`src/hw/rtl/servo_command_frame_parser_macros.svh`:
```
// Assertion helpers used by the parser RTL, which checks itself.
`ifndef SERVO_COMMAND_FRAME_PARSER_MACROS_SVH
`define SERVO_COMMAND_FRAME_PARSER_MACROS_SVH

// Same-cycle implication, sampled on clk and disabled during reset.
`define SCFP_ASSERT_IMP(lbl, ante, cons, msg) \
	lbl: assert property (@(posedge clk) disable iff (!arst_n) (ante) |-> (cons)) \
		else $error(msg);

// Next-cycle implication, sampled on clk and disabled during reset.
`define SCFP_ASSERT_NXT(lbl, ante, cons, msg) \
	lbl: assert property (@(posedge clk) disable iff (!arst_n) (ante) |=> (cons)) \
		else $error(msg);

`endif

```
`src/hw/rtl/scfp_pkg.sv`:
```
`default_nettype none

package scfp_pkg;

	localparam int BUFFER_BYTES_DEFAULT = 128;
	localparam int MAX_FIELDS = 4;
	localparam int MAX_RESULTS = 3;

	localparam logic [7:0] CH_HASH  = 8'h23;
	localparam logic [7:0] CH_LT    = 8'h3C;
	localparam logic [7:0] CH_GT    = 8'h3E;
	localparam logic [7:0] CH_SPACE = 8'h20;
	localparam logic [7:0] CH_NUL   = 8'h00;
	localparam logic [7:0] CH_PLUS  = 8'h2B;
	localparam logic [7:0] CH_MINUS = 8'h2D;
	localparam logic [7:0] CH_ZERO  = 8'h30;
	localparam logic [7:0] CH_NINE  = 8'h39;
	localparam logic [7:0] CH_TAB   = 8'h09;
	localparam logic [7:0] CH_CR    = 8'h0D;
	localparam logic [7:0] CH_G     = 8'h67;
	localparam logic [7:0] CH_N     = 8'h6E;

	localparam logic [7:0] ADDR_GAIN     = 8'd28;
	localparam logic [7:0] ADDR_POSITION = 8'd30;
	localparam logic [7:0] ADDR_SPEED    = 8'd32;

	localparam logic [15:0] DEFAULT_GAIN_RESET = 16'd3;
	localparam logic [14:0] GAIN_LIMIT_RESET   = 15'd32;

	localparam logic CFG_DEFAULT_GAIN = 1'b0;
	localparam logic CFG_GAIN_LIMIT   = 1'b1;

	localparam logic KIND_WRITE    = 1'b0;
	localparam logic KIND_IDENTITY = 1'b1;

	localparam logic [2:0] FIELDS_OVER = 3'd5;

	typedef enum logic [1:0] {
		PM_NONE  = 2'd0,
		PM_G     = 2'd1,
		PM_GN    = 2'd2,
		PM_NO    = 2'd3
	} prefix_t;

	typedef struct packed {
		logic        kind;
		logic [7:0]  servo_id;
		logic [7:0]  reg_address;
		logic [15:0] reg_value;
	} result_t;

endpackage

`default_nettype wire

```
`src/hw/rtl/servo_command_frame_parser.sv`:
```
// Servo command frame parser. Bytes enter on s_axis (tdata bits 7:0), are
// registered, and while no closing byte is held, one byte is parsed per clock
// and a new byte can be taken every cycle. A '>' that closes a valid frame
// loads up to three register writes (or one identity reply) into a three-entry
// result queue that drains on m_axis one transaction per cycle while
// m_axis_tready is high, tlast marking the final one of the frame. A closing
// byte that has results waits in the input register until the queue is empty
// or emptying. Configuration writes on the cfg channel are always accepted:
// index 0 is the default gain, index 1 the gain limit.
`default_nettype none

module servo_command_frame_parser #(
	parameter int BUFFER_BYTES = scfp_pkg::BUFFER_BYTES_DEFAULT
) (
	input  wire         clk,
	input  wire         arst_n,
	input  wire         s_axis_tvalid,
	output logic        s_axis_tready,
	input  wire  [7:0]  s_axis_tdata,   // [7:0] rx_byte
	output logic        m_axis_tvalid,
	input  wire         m_axis_tready,
	output logic [31:0] m_axis_tdata,   // [7:0] servo_id, [15:8] reg_address, [31:16] reg_value
	output logic        m_axis_tuser,   // [0] kind
	output logic        m_axis_tlast,
	input  wire         cfg_valid,
	output logic        cfg_ready,
	input  wire         cfg_index,
	input  wire  [15:0] cfg_data
);
	import scfp_pkg::*;

	localparam int BC_W = $clog2(BUFFER_BYTES);

	logic [15:0]     default_gain_q;
	logic [14:0]     gain_limit_q;

	logic            s1_valid_q;
	logic [7:0]      byte_s1;

	logic            collecting_q;
	logic [BC_W-1:0] byte_count_q;
	logic [2:0]      field_count_q;
	logic            in_field_q;
	logic            digits_done_q;
	logic            sign_seen_q;
	logic            field_negative_q;
	logic [15:0]     accumulator_q;
	logic [15:0]     field_values_q [MAX_FIELDS];
	prefix_t         prefix_match_q;
	logic            zero_seen_q;

	logic            nx_collecting;
	logic [BC_W-1:0] nx_byte_count;
	logic [2:0]      nx_field_count;
	logic            nx_in_field;
	logic            nx_digits_done;
	logic            nx_sign_seen;
	logic            nx_field_negative;
	logic [15:0]     nx_accumulator;
	logic [15:0]     nx_field_values [MAX_FIELDS];
	prefix_t         nx_prefix_match;
	logic            nx_zero_seen;

	logic [15:0]     fin_values [MAX_FIELDS];
	result_t         new_res [MAX_RESULTS];
	logic [1:0]      new_n;

	result_t         res_q [MAX_RESULTS];
	logic [1:0]      out_cnt_q;
	logic            out_free;
	logic            s1_go;
	logic            m_hs;

	assign cfg_ready = 1'b1;

	always_ff @(posedge clk or negedge arst_n) begin
		if (!arst_n) begin
			default_gain_q <= DEFAULT_GAIN_RESET;
			gain_limit_q <= GAIN_LIMIT_RESET;
		end else if (cfg_valid) begin
			unique case (cfg_index)
				CFG_DEFAULT_GAIN: default_gain_q <= cfg_data;
				CFG_GAIN_LIMIT:   gain_limit_q <= cfg_data[14:0];
				default:          ;
			endcase
		end
	end

	assign m_hs = m_axis_tvalid && m_axis_tready;
	assign out_free = (out_cnt_q == 2'd0) || (out_cnt_q == 2'd1 && m_axis_tready);
	assign s1_go = s1_valid_q && ((new_n == 2'd0) || out_free);
	assign s_axis_tready = !s1_valid_q || s1_go;

	always_ff @(posedge clk or negedge arst_n) begin
		if (!arst_n) begin
			s1_valid_q <= 1'b0;
		end else if (s_axis_tready) begin
			s1_valid_q <= s_axis_tvalid;
		end
	end

	always_ff @(posedge clk) begin
		if (s_axis_tready && s_axis_tvalid) begin
			byte_s1 <= s_axis_tdata;
		end
	end

	// The field being closed, as it would stand after the closing step, and the results that a closing '>' loads.
	always_comb begin
		logic [15:0] v;
		logic [15:0] g;
		v = field_negative_q ? (16'd0 - accumulator_q) : accumulator_q;
		for (int i = 0; i < MAX_FIELDS; i++) begin
			fin_values[i] = field_values_q[i];
			if (in_field_q && field_count_q == 3'(i + 1)) begin
				fin_values[i] = v;
			end
		end
		g = fin_values[3];
		if (!g[15] && (g[14:0] > gain_limit_q)) begin
			g = {1'b0, gain_limit_q};
		end
		for (int i = 0; i < MAX_RESULTS; i++) begin
			new_res[i] = '0;
			new_res[i].kind = KIND_WRITE;
			new_res[i].servo_id = fin_values[0][7:0];
		end
		new_n = 2'd0;
		if (s1_valid_q && byte_s1 == CH_GT && collecting_q) begin
			unique case (field_count_q)
				3'd1: begin
					if (prefix_match_q == PM_GN) begin
						new_res[0] = '0;
						new_res[0].kind = KIND_IDENTITY;
						new_n = 2'd1;
					end
				end
				3'd2: begin
					new_res[0].reg_address = ADDR_POSITION;
					new_res[0].reg_value = fin_values[1];
					new_n = 2'd1;
				end
				3'd3: begin
					new_res[0].reg_address = ADDR_GAIN;
					new_res[0].reg_value = default_gain_q;
					new_res[1].reg_address = ADDR_SPEED;
					new_res[1].reg_value = fin_values[2];
					new_res[2].reg_address = ADDR_POSITION;
					new_res[2].reg_value = fin_values[1];
					new_n = 2'd3;
				end
				3'd4: begin
					new_res[0].reg_address = ADDR_GAIN;
					new_res[0].reg_value = g;
					if (fin_values[2] != 16'd0) begin
						new_res[1].reg_address = ADDR_SPEED;
						new_res[1].reg_value = fin_values[2];
						new_res[2].reg_address = ADDR_POSITION;
						new_res[2].reg_value = fin_values[1];
						new_n = 2'd3;
					end else begin
						new_res[1].reg_address = ADDR_POSITION;
						new_res[1].reg_value = fin_values[1];
						new_n = 2'd2;
					end
				end
				default: ;
			endcase
		end
	end

	always_comb begin
		logic [7:0] c;
		logic       restart;
		logic       close;
		logic       chr;
		logic       zero;
		c = byte_s1;
		restart = 1'b0;
		close = 1'b0;
		chr = 1'b0;
		zero = 1'b0;
		nx_collecting = collecting_q;
		nx_byte_count = byte_count_q;
		nx_field_count = field_count_q;
		nx_in_field = in_field_q;
		nx_digits_done = digits_done_q;
		nx_sign_seen = sign_seen_q;
		nx_field_negative = field_negative_q;
		nx_accumulator = accumulator_q;
		nx_prefix_match = prefix_match_q;
		nx_zero_seen = zero_seen_q;
		for (int i = 0; i < MAX_FIELDS; i++) begin
			nx_field_values[i] = field_values_q[i];
		end

		if (c == CH_HASH) begin
			restart = 1'b0;
		end else if (c == CH_LT) begin
			nx_collecting = 1'b1;
			restart = 1'b1;
		end else if (c == CH_GT) begin
			nx_collecting = 1'b0;
			restart = 1'b1;
		end else if (collecting_q) begin
			if (byte_count_q == BC_W'(BUFFER_BYTES - 1)) begin
				restart = 1'b1;
			end
			if (!zero_seen_q || restart) begin
				if (c == CH_NUL) begin
					zero = 1'b1;
					close = 1'b1;
				end else if (c == CH_SPACE) begin
					close = 1'b1;
				end else begin
					chr = 1'b1;
				end
			end
		end

		if (restart) begin
			nx_byte_count = '0;
			nx_field_count = '0;
			nx_in_field = 1'b0;
			nx_digits_done = 1'b0;
			nx_sign_seen = 1'b0;
			nx_field_negative = 1'b0;
			nx_accumulator = '0;
			nx_prefix_match = PM_NONE;
			nx_zero_seen = 1'b0;
			for (int i = 0; i < MAX_FIELDS; i++) begin
				nx_field_values[i] = '0;
			end
		end
		if (zero) begin
			nx_zero_seen = 1'b1;
		end

		if (collecting_q && c != CH_HASH && c != CH_LT && c != CH_GT) begin
			nx_byte_count = nx_byte_count + BC_W'(1);
		end

		if (close && nx_in_field) begin
			for (int i = 0; i < MAX_FIELDS; i++) begin
				if (nx_field_count == 3'(i + 1)) begin
					nx_field_values[i] = nx_field_negative ?
						(16'd0 - nx_accumulator) : nx_accumulator;
				end
			end
		end
		if (close) begin
			nx_in_field = 1'b0;
		end

		if (chr) begin
			if (!nx_in_field) begin
				nx_in_field = 1'b1;
				nx_digits_done = 1'b0;
				nx_sign_seen = 1'b0;
				nx_field_negative = 1'b0;
				nx_accumulator = '0;
				if (nx_field_count != FIELDS_OVER) begin
					nx_field_count = nx_field_count + 3'd1;
				end
				if (nx_field_count == 3'd1) begin
					nx_prefix_match = (c == CH_G) ? PM_G : PM_NO;
				end
			end else if (nx_field_count == 3'd1 && nx_prefix_match == PM_G) begin
				nx_prefix_match = (c == CH_N) ? PM_GN : PM_NO;
			end else if (nx_field_count == 3'd1 && nx_prefix_match == PM_NONE) begin
				nx_prefix_match = PM_NO;
			end
			if (!nx_digits_done) begin
				if (c >= CH_ZERO && c <= CH_NINE) begin
					nx_sign_seen = 1'b1;
					nx_accumulator = (nx_accumulator << 3) + (nx_accumulator << 1)
						+ {12'd0, c[3:0]};
				end else if (!nx_sign_seen && c >= CH_TAB && c <= CH_CR) begin
					nx_digits_done = 1'b0;
				end else if (!nx_sign_seen && (c == CH_PLUS || c == CH_MINUS)) begin
					nx_sign_seen = 1'b1;
					nx_field_negative = (c == CH_MINUS);
				end else begin
					nx_digits_done = 1'b1;
				end
			end
		end
	end

	always_ff @(posedge clk or negedge arst_n) begin
		if (!arst_n) begin
			collecting_q <= 1'b1;
			byte_count_q <= '0;
			field_count_q <= '0;
			in_field_q <= 1'b0;
			digits_done_q <= 1'b0;
			sign_seen_q <= 1'b0;
			field_negative_q <= 1'b0;
			accumulator_q <= '0;
			prefix_match_q <= PM_NONE;
			zero_seen_q <= 1'b0;
			for (int i = 0; i < MAX_FIELDS; i++) begin
				field_values_q[i] <= '0;
			end
		end else if (s1_go) begin
			collecting_q <= nx_collecting;
			byte_count_q <= nx_byte_count;
			field_count_q <= nx_field_count;
			in_field_q <= nx_in_field;
			digits_done_q <= nx_digits_done;
			sign_seen_q <= nx_sign_seen;
			field_negative_q <= nx_field_negative;
			accumulator_q <= nx_accumulator;
			prefix_match_q <= nx_prefix_match;
			zero_seen_q <= nx_zero_seen;
			for (int i = 0; i < MAX_FIELDS; i++) begin
				field_values_q[i] <= nx_field_values[i];
			end
		end
	end

	always_ff @(posedge clk or negedge arst_n) begin
		if (!arst_n) begin
			out_cnt_q <= 2'd0;
		end else if (s1_go && new_n != 2'd0) begin
			out_cnt_q <= new_n;
		end else if (m_hs) begin
			out_cnt_q <= out_cnt_q - 2'd1;
		end
	end

	always_ff @(posedge clk) begin
		if (s1_go && new_n != 2'd0) begin
			for (int i = 0; i < MAX_RESULTS; i++) begin
				res_q[i] <= new_res[i];
			end
		end else if (m_hs) begin
			for (int i = 0; i < MAX_RESULTS - 1; i++) begin
				res_q[i] <= res_q[i + 1];
			end
		end
	end

	assign m_axis_tvalid = (out_cnt_q != 2'd0);
	assign m_axis_tlast = (out_cnt_q == 2'd1);
	assign m_axis_tuser = res_q[0].kind;
	assign m_axis_tdata = {res_q[0].reg_value, res_q[0].reg_address, res_q[0].servo_id};

	`include "servo_command_frame_parser_macros.svh"

	`SCFP_ASSERT_IMP(a_idle_no_count, !collecting_q, byte_count_q == '0,
		"Byte count advanced outside a frame.")
	`SCFP_ASSERT_IMP(a_field_counted, in_field_q, field_count_q != 3'd0,
		"Open field without a field count.")
	`SCFP_ASSERT_NXT(a_open_restarts, s1_go && byte_s1 == CH_LT,
		collecting_q && field_count_q == 3'd0 && !zero_seen_q,
		"Frame start did not restart collection.")
	`SCFP_ASSERT_IMP(a_load_when_free, s1_go && new_n != 2'd0, out_free,
		"Results loaded over undelivered results.")

endmodule

`default_nettype wire
```
`config.mk`:
```
export PLATFORM = sky130hd
export DESIGN_NAME = servo_command_frame_parser
export DESIGN_NICKNAME = d
export VERILOG_FILES = /design/src/hw/rtl/scfp_pkg.sv /design/src/hw/rtl/servo_command_frame_parser.sv
export VERILOG_INCLUDE_DIRS = /design/src /design/src/hw/rtl
export SDC_FILE = /design/constraint.sdc
export NUM_CORES = 1
export LEC_CHECK = 0
export BUFFER_PORTS_ARGS = -buffer_cell sky130_fd_sc_hd__buf_4
export CAP_MARGIN = 15
export CELL_PAD_IN_SITES_DETAIL_PLACEMENT = 1
export CELL_PAD_IN_SITES_GLOBAL_PLACEMENT = 2
export CORE_AREA = 3 3 175 177
export DETAILED_ROUTE_END_ITERATION = 16
export DIE_AREA = 0 0 178 180
export GPL_ROUTABILITY_DRIVEN = 0
export PLACE_DENSITY = 0.86
export RECOVER_POWER = 25
export SYNTH_ARGS = -nofsm -noshare
export SYNTH_HDL_FRONTEND = slang
export SYNTH_SLANG_ARGS = --single-unit
```
`constraint.sdc`:
```
create_clock -name clk -period 9 [get_ports clk]
set_input_delay 1.8 -clock clk [delete_from_list [all_inputs] [get_ports clk]]
set_output_delay 1.8 -clock clk [all_outputs]
set_load 0.05 [all_outputs]
```
# Word-level counts from Yosys, hierarchy flattened
# Memories as Yosys holds them, arrays and structs flattened.
# Index checks and enable logic that the tools add are counted.
dict set report classes {
  n_reduce_logical 45
  muxes 117
  n_addsub 7
  order_cmp 5
  n_eq_ne 25
  bitwise_logic 4
}
# operator n
set op_table {}
lappend op_table {{$mux 16} 16}
lappend op_table {{$mux 33} 4}
lappend op_table {{$mux 64} 2}
lappend op_table {{$pmux 24 s4} 1}
lappend op_table {{$mux 1} 67}
lappend op_table {{$eq 8x6->1 const B} 6}
lappend op_table {{$mux 22} 2}
lappend op_table {{$pmux 22 s2} 1}
lappend op_table {{$mux 21} 2}
lappend op_table {{$pmux 21 s2} 1}
lappend op_table {{$sub 1x16->16 const A} 2}
lappend op_table {{$ne 8x6->1 const B} 3}
lappend op_table {{$logic_and 1x1->1} 22}
lappend op_table {{$mux 2} 10}
lappend op_table {{$mux 3} 6}
lappend op_table {{$add 16x16->16} 1}
lappend op_table {{$add 16x4->16} 1}
lappend op_table {{$eq 8x7->1 const B} 2}
lappend op_table {{$reduce_bool 16->1} 1}
lappend op_table {{$gt 15x15->1} 1}
lappend op_table {{$mux 7} 2}
lappend op_table {{$eq 3x2->1 const B} 4}
lappend op_table {{$reduce_bool 2->1} 5}
lappend op_table {{$eq 3x1->1 const B} 3}
lappend op_table {{23 further kinds} 38}
dict set report totals {
  word_cells 223
  ram_bits 99
  memories 1
  output_inout_bits 37
  ff_bits 140
}
# name depth width read_ports rd_ports_with_merged_regs wr line_no
set mem_list {}
lappend mem_list {res_q 3 33 3 0 3 servo_command_frame_parser.sv:68} ;# result_t res_q [MAX_RESULTS];

# Depth between registers and ports, before layout
dict set report logic_depth {
  word_depth 22
  depth_mapped 21
}

# Worst setup path after synthesis
# Ideal clock, no wire load.
dict set report synth_timing {
  path_type {input port to flip-flop}
  from {input m_axis_tready}
  to {register out_cnt_q[1]}
  slack_ns 3.748
  cell_stages 8
  arrival_time_ns 5.134
  cell_sequence {a21oi_1 > nand2b_1 > nand2b_1 > nor2_1 > nor2_1 > inv_1 > o32ai_1 > a21o_1}
}
dict set report synth_between {
  elab_chain_cells 6
  elab_cells_between_ends 8
}
# item line_no
set synth_lines {}
lappend synth_lines {{start: declaration} servo_command_frame_parser.sv:21} ;# input wire m_axis_tready,
lappend synth_lines {{$logic_and 1x1->1} servo_command_frame_parser.sv:90} ;# assign out_free = (out_cnt_q == 2'd0) || (out_cnt_q == 2'd1 && m_axis_tready);
lappend synth_lines {{$logic_or 1x1->1} servo_command_frame_parser.sv:90}
lappend synth_lines {{$logic_or 1x1->1} servo_command_frame_parser.sv:91} ;# assign s1_go = s1_valid_q && ((new_n == 2'd0) || out_free);
lappend synth_lines {{$logic_and 1x1->1} servo_command_frame_parser.sv:91}
lappend synth_lines {{$logic_and 1x1->1} servo_command_frame_parser.sv:325} ;# end else if (s1_go && new_n != 2'd0) begin
lappend synth_lines {{$mux 2 or $reduce_bool 2->1 (tied branches)} n/a}
lappend synth_lines {{end signal: assignment} servo_command_frame_parser.sv:326} ;# out_cnt_q <= new_n;
lappend synth_lines {{end signal: assignment} servo_command_frame_parser.sv:328} ;# out_cnt_q <= out_cnt_q - 2'd1;
lappend synth_lines {{end: declaration} servo_command_frame_parser.sv:69} ;# logic [1:0] out_cnt_q;
# Several ways; a longest one is shown, not always the timed one.
# A chain may end at the register's enable or synchronous reset.

# Worst setup path after layout
dict set report layout_timing {
  from {register byte_s1[3]}
  to {register accumulator_q[15]}
}
dict set report layout_between {
  elab_chain_cells 16
  elab_cells_between_ends 44
}
# item line_no
set layout_lines {}
lappend layout_lines {{start: declaration} servo_command_frame_parser.sv:38} ;# logic [7:0] byte_s1;
lappend layout_lines {{start signal: assignment} servo_command_frame_parser.sv:104} ;# byte_s1 <= s_axis_tdata;
lappend layout_lines {{$eq 8x6->1} servo_command_frame_parser.sv:213} ;# end else if (c == CH_SPACE) begin
lappend layout_lines {{$mux 1} servo_command_frame_parser.sv:213}
lappend layout_lines {{$mux 1} servo_command_frame_parser.sv:210} ;# if (c == CH_NUL) begin
lappend layout_lines {{$mux 1} servo_command_frame_parser.sv:209} ;# if (!zero_seen_q || restart) begin
lappend layout_lines {{$mux 1} servo_command_frame_parser.sv:205} ;# end else if (collecting_q) begin
lappend layout_lines {{$mux 1} servo_command_frame_parser.sv:202} ;# end else if (c == CH_GT) begin
lappend layout_lines {{$mux 1} servo_command_frame_parser.sv:199} ;# end else if (c == CH_LT) begin
lappend layout_lines {{$mux 1} servo_command_frame_parser.sv:197} ;# if (c == CH_HASH) begin
lappend layout_lines {{$mux 1} servo_command_frame_parser.sv:251} ;# if (close) begin
lappend layout_lines {{$mux 16} servo_command_frame_parser.sv:256} ;# if (!nx_in_field) begin
lappend layout_lines {{$mux 16} servo_command_frame_parser.sv:255} ;# if (chr) begin
lappend layout_lines {{$add 16x16->16} servo_command_frame_parser.sv:276} ;# nx_accumulator = (nx_accumulator << 3) + (nx_accumulator << 1)
lappend layout_lines {{$add 16x4->16} servo_command_frame_parser.sv:277} ;# + {12'd0, c[3:0]};
lappend layout_lines {{$mux 16} servo_command_frame_parser.sv:274} ;# if (c >= CH_ZERO && c <= CH_NINE) begin
lappend layout_lines {{$mux 16} servo_command_frame_parser.sv:273} ;# if (!nx_digits_done) begin
lappend layout_lines {{$mux 16} servo_command_frame_parser.sv:255}
lappend layout_lines {{end signal: assignment} servo_command_frame_parser.sv:313} ;# accumulator_q <= nx_accumulator;
lappend layout_lines {{end: declaration} servo_command_frame_parser.sv:47} ;# logic [15:0] accumulator_q;
# Several ways; a longest one is shown, not always the timed one. The select of a mux whose other input is x is not followed.

==> results_dict.tcl <==
set metrics [dict create \
    antenna_found_initial 0 \
    path_cells "or4_4, o21a_1, o21ai_0, and3_1, nand2_1, fa_1, inv_1, ha_1, a21o_1, a21o_1, a2111oi_0, o21ai_0, a41oi_1, o21ba_2, a221oi_1, o211ai_1" \
    post_drt_wl_per_cell_um 23.0 \
    nets 1374 \
    yosys_most_used_dff "dfrtp_1" \
    drive_gt1_frac 0.147 \
    num_io_pins 67 \
    rows 63 \
    drc_errors 0 \
    rsz0062_at_grt "false" \
    grt_pass1_vias 10469 \
    critical_path.top_delay_family "compound AO/OA/AOI/OAI gates" \
    hold_ws_ps 475 \
    dp_cells 1653 \
    wl_met3_um 1860 \
    post_cts_resize_count 0 \
    drv_cap 1 \
    diodes 0 \
    grt_first_pass_wirelength_um 62000 \
    cp.arrival_ps 5890 \
    hold_viol_final 0 \
    period_share 0.604 \
    finalNonFillerCells 1700 \
    ir_drop_mv 0.160 \
    cp_num_buf_inv 1 \
    pre_cts_ws_ps 3570 \
    clk_pin_slew_ps 60 \
    violations "max-capacitance violations, max-slew violations" \
    clock_skew_ps 10.3 \
    drv_slew 63 \
    max-slew-margin-rel -1.37 \
    cts_tree "done" \
    hold_class "reg -> reg" \
    dr.pass1.iters 5 \
    slowest_delay_ps 690 \
    max_freq_mhz 184 \
    ys_seq_elements 211 \
    ys_warn_count 0 \
    hpwl_um 28300 \
    worst_setup_path_start_kind "flip-flop" \
    areaGrowthSynthToFinish_pct 11.0 \
    io_buffer_count 62 \
    avgSynthCellArea_sq_um 9.75 \
    ff2ff_setup_slack_ps 3560 \
    worst-setup-path-type "reg -> reg" \
    power.density_nw_per_um2 219 \
    setup_viol 0 \
    cts_buffers 25 \
    outcome "finished with violations" \
    wl_met2_um 18400 \
    drt_wl_total_um 39100 \
    end_kind "flip-flop" \
    synth.distinct_cells 94 \
    p_leak_nw 5.71 \
    min_period_ps 5440 \
    finalSetupTns_ps 0 \
    dieWidth_um 178 \
    clock_sinks 211 \
    tightestPinTransition_ps 3550 \
    cts_buffer_depth 3 \
    cts_setup_buffers 0 \
    ys_seq_area_frac 0.456 \
    netlist_area_sq_um 12500 \
    core_area_sq_um 29400 \
    num_vias 10052 \
    routed.top_layer "met4" \
    ctsRootBufferMaster "clkbuf_16" \
    slowest_stage "and3_1" \
    drt-initial-drc-count 822 \
    fin_ws_ps 3560 \
    critical_path_required_ps 9450 \
    initial_utilization 0.427 \
    vias_per_cell 5.91 \
    syn_inst 1287 \
    hold_buffers 0 \
    async_reset_ff_frac 0.588 \
    cp_max_fo 22 \
    synth_edf_count 87 \
    clk_latency_ps 550 \
    fp.dieH_um 180 \
    ant_nets 0 \
    die_area_sq_um 32000 \
    gr-usage-all-layers 0.246 \
    wl_met1_um 17000 \
    grt_max_degree 64 \
    gr-total-overflow 0 \
    htree_levels 1 \
]
## tightest hold or removal path, cell delays in order, from the launching register on
cell and delay [ps]:
dfrtp_1 330, nand2_1 50, o21ai_0 60
## state kept, by name (all words and copies together), names as in the netlist
name,cells
prefix_match_q,2
byte_count_q,7
sign_seen_q,1
field_negative_q,1
collecting_q,1
field_count_q,3
field_values_q,56
byte_s1,8
digits_done_q,1
zero_seen_q,1
gain_limit_q,15
accumulator_q,16
res_q,79
default_gain_q,16
in_field_q,1
s1_valid_q,1
out_cnt_q,2
## cells by family (layout without fill, tap and decap cells)
kind of cell / after synthesis / in the layout / synth area share
AO/OA/AOI/OAI: 379 / 379 / 0.208
XOR/XNOR: 32 / 32 / 0.0241
adder cells (fa/ha/maj): 53 / 53 / 0.0540
buffers and inverters: 162 / 183 / 0.0622
flip-flops: 211 / 211 / 0.456
multiplexers: 38 / 38 / 0.0334
other: 2 / 4 / 0.000598
AND/OR/NAND/NOR: 410 / 410 / 0.162
## synth_stat cells, types with 31 or more instances
master | n | area (sq um)
mux2_2 | 31 | 349
a22o_1 | 48 | 420
o211ai_1 | 33 | 248
clkbuf_1 | 51 | 191
nor2_1 | 97 | 364
nand2_1 | 148 | 556
ha_1 | 51 | 638
nand3_1 | 42 | 210
a21oi_1 | 65 | 325
o21ai_0 | 108 | 541
buf_4 | 34 | 255
dfrtp_1 | 120 | 3000
edfxtp_1 | 87 | 2610
inv_1 | 51 | 191
## final cells by class
cell class | instances | area (sq um)
flip-flops and latches | 211 | 5720
inverters | 52 | 195
multi-input cells | 916 | 6070
clock inverters | 15 | 168
clock buffers | 31 | 658
repair buffers | 85 | 623
well taps | 390 | 488
fillers | 3325 | 15500
## metal layers
layer	vias up	global-route usage
met5	-	0
met1	5030	0.328
li1	4680	-
met3	82	0.0349
met4	0	0.0986
met2	260	0.401
## cells in the final DEF, fill, tap and decap left out, drive strengths merged, types with 6 or more instances in the layout
master | netlist | routed
nand2 | 148 | 148
dfrtp | 120 | 120
o21ai | 118 | 118
nor2 | 97 | 97
edfxtp | 87 | 87
buf | 59 | 71
a21oi | 67 | 67
inv | 52 | 53
ha | 51 | 51
a22o | 48 | 48
clkbuf | 51 | 45
nand3 | 43 | 43
o211ai | 34 | 34
mux2 | 31 | 31
nor3 | 23 | 23
o31ai | 20 | 20
and2 | 19 | 19
a21o | 17 | 17
xnor2 | 17 | 17
xor2 | 15 | 15
o22a | 12 | 12
nor2b | 12 | 12
nand2b | 11 | 11
or4 | 10 | 10
clkinv | 0 | 10
or3 | 9 | 9
mux2i | 7 | 7
a31oi | 7 | 7
a2bb2oi | 7 | 7
nor4 | 7 | 7
and3 | 6 | 6
## final timing paths
kind / cells past startpoint / end / startpoint
max in group asynchronous: 2 / accumulator_q[10] / arst_n
setup / recovery: 16 / accumulator_q[15] / byte_s1[3]
hold reg to reg: 2 / field_values_q[33] / field_values_q[33]
min in group asynchronous: 1 / gain_limit_q[8] / arst_n
hold / removal: 2 / field_values_q[33] / field_values_q[33]
setup reg to reg: 16 / accumulator_q[15] / byte_s1[3]
## power breakdown
| group | total (mW) | internal (mW) | switching, mW |
|---|---|---|---|
| sequential | 1.26 | 1.16 | 0.0923 |
| combinational | 0.755 | 0.239 | 0.516 |
| clock | 1.04 | 0.608 | 0.428 |
| total | 3.05 | 2.01 | 1.04 |
## stage by stage
stage | total power [mW] | utilization | instance area, sq um
finish | 3.05 | 0.474 | 13900
global placement | 2.01 | 0.446 | 13100
global route | 3.20 | 0.474 | 13900
detailed placement | 2.04 | 0.446 | 13100
CTS | 3.08 | 0.474 | 13900
floorplan | 1.83 | - | 12600
Power figures use the tool's default switching activity.
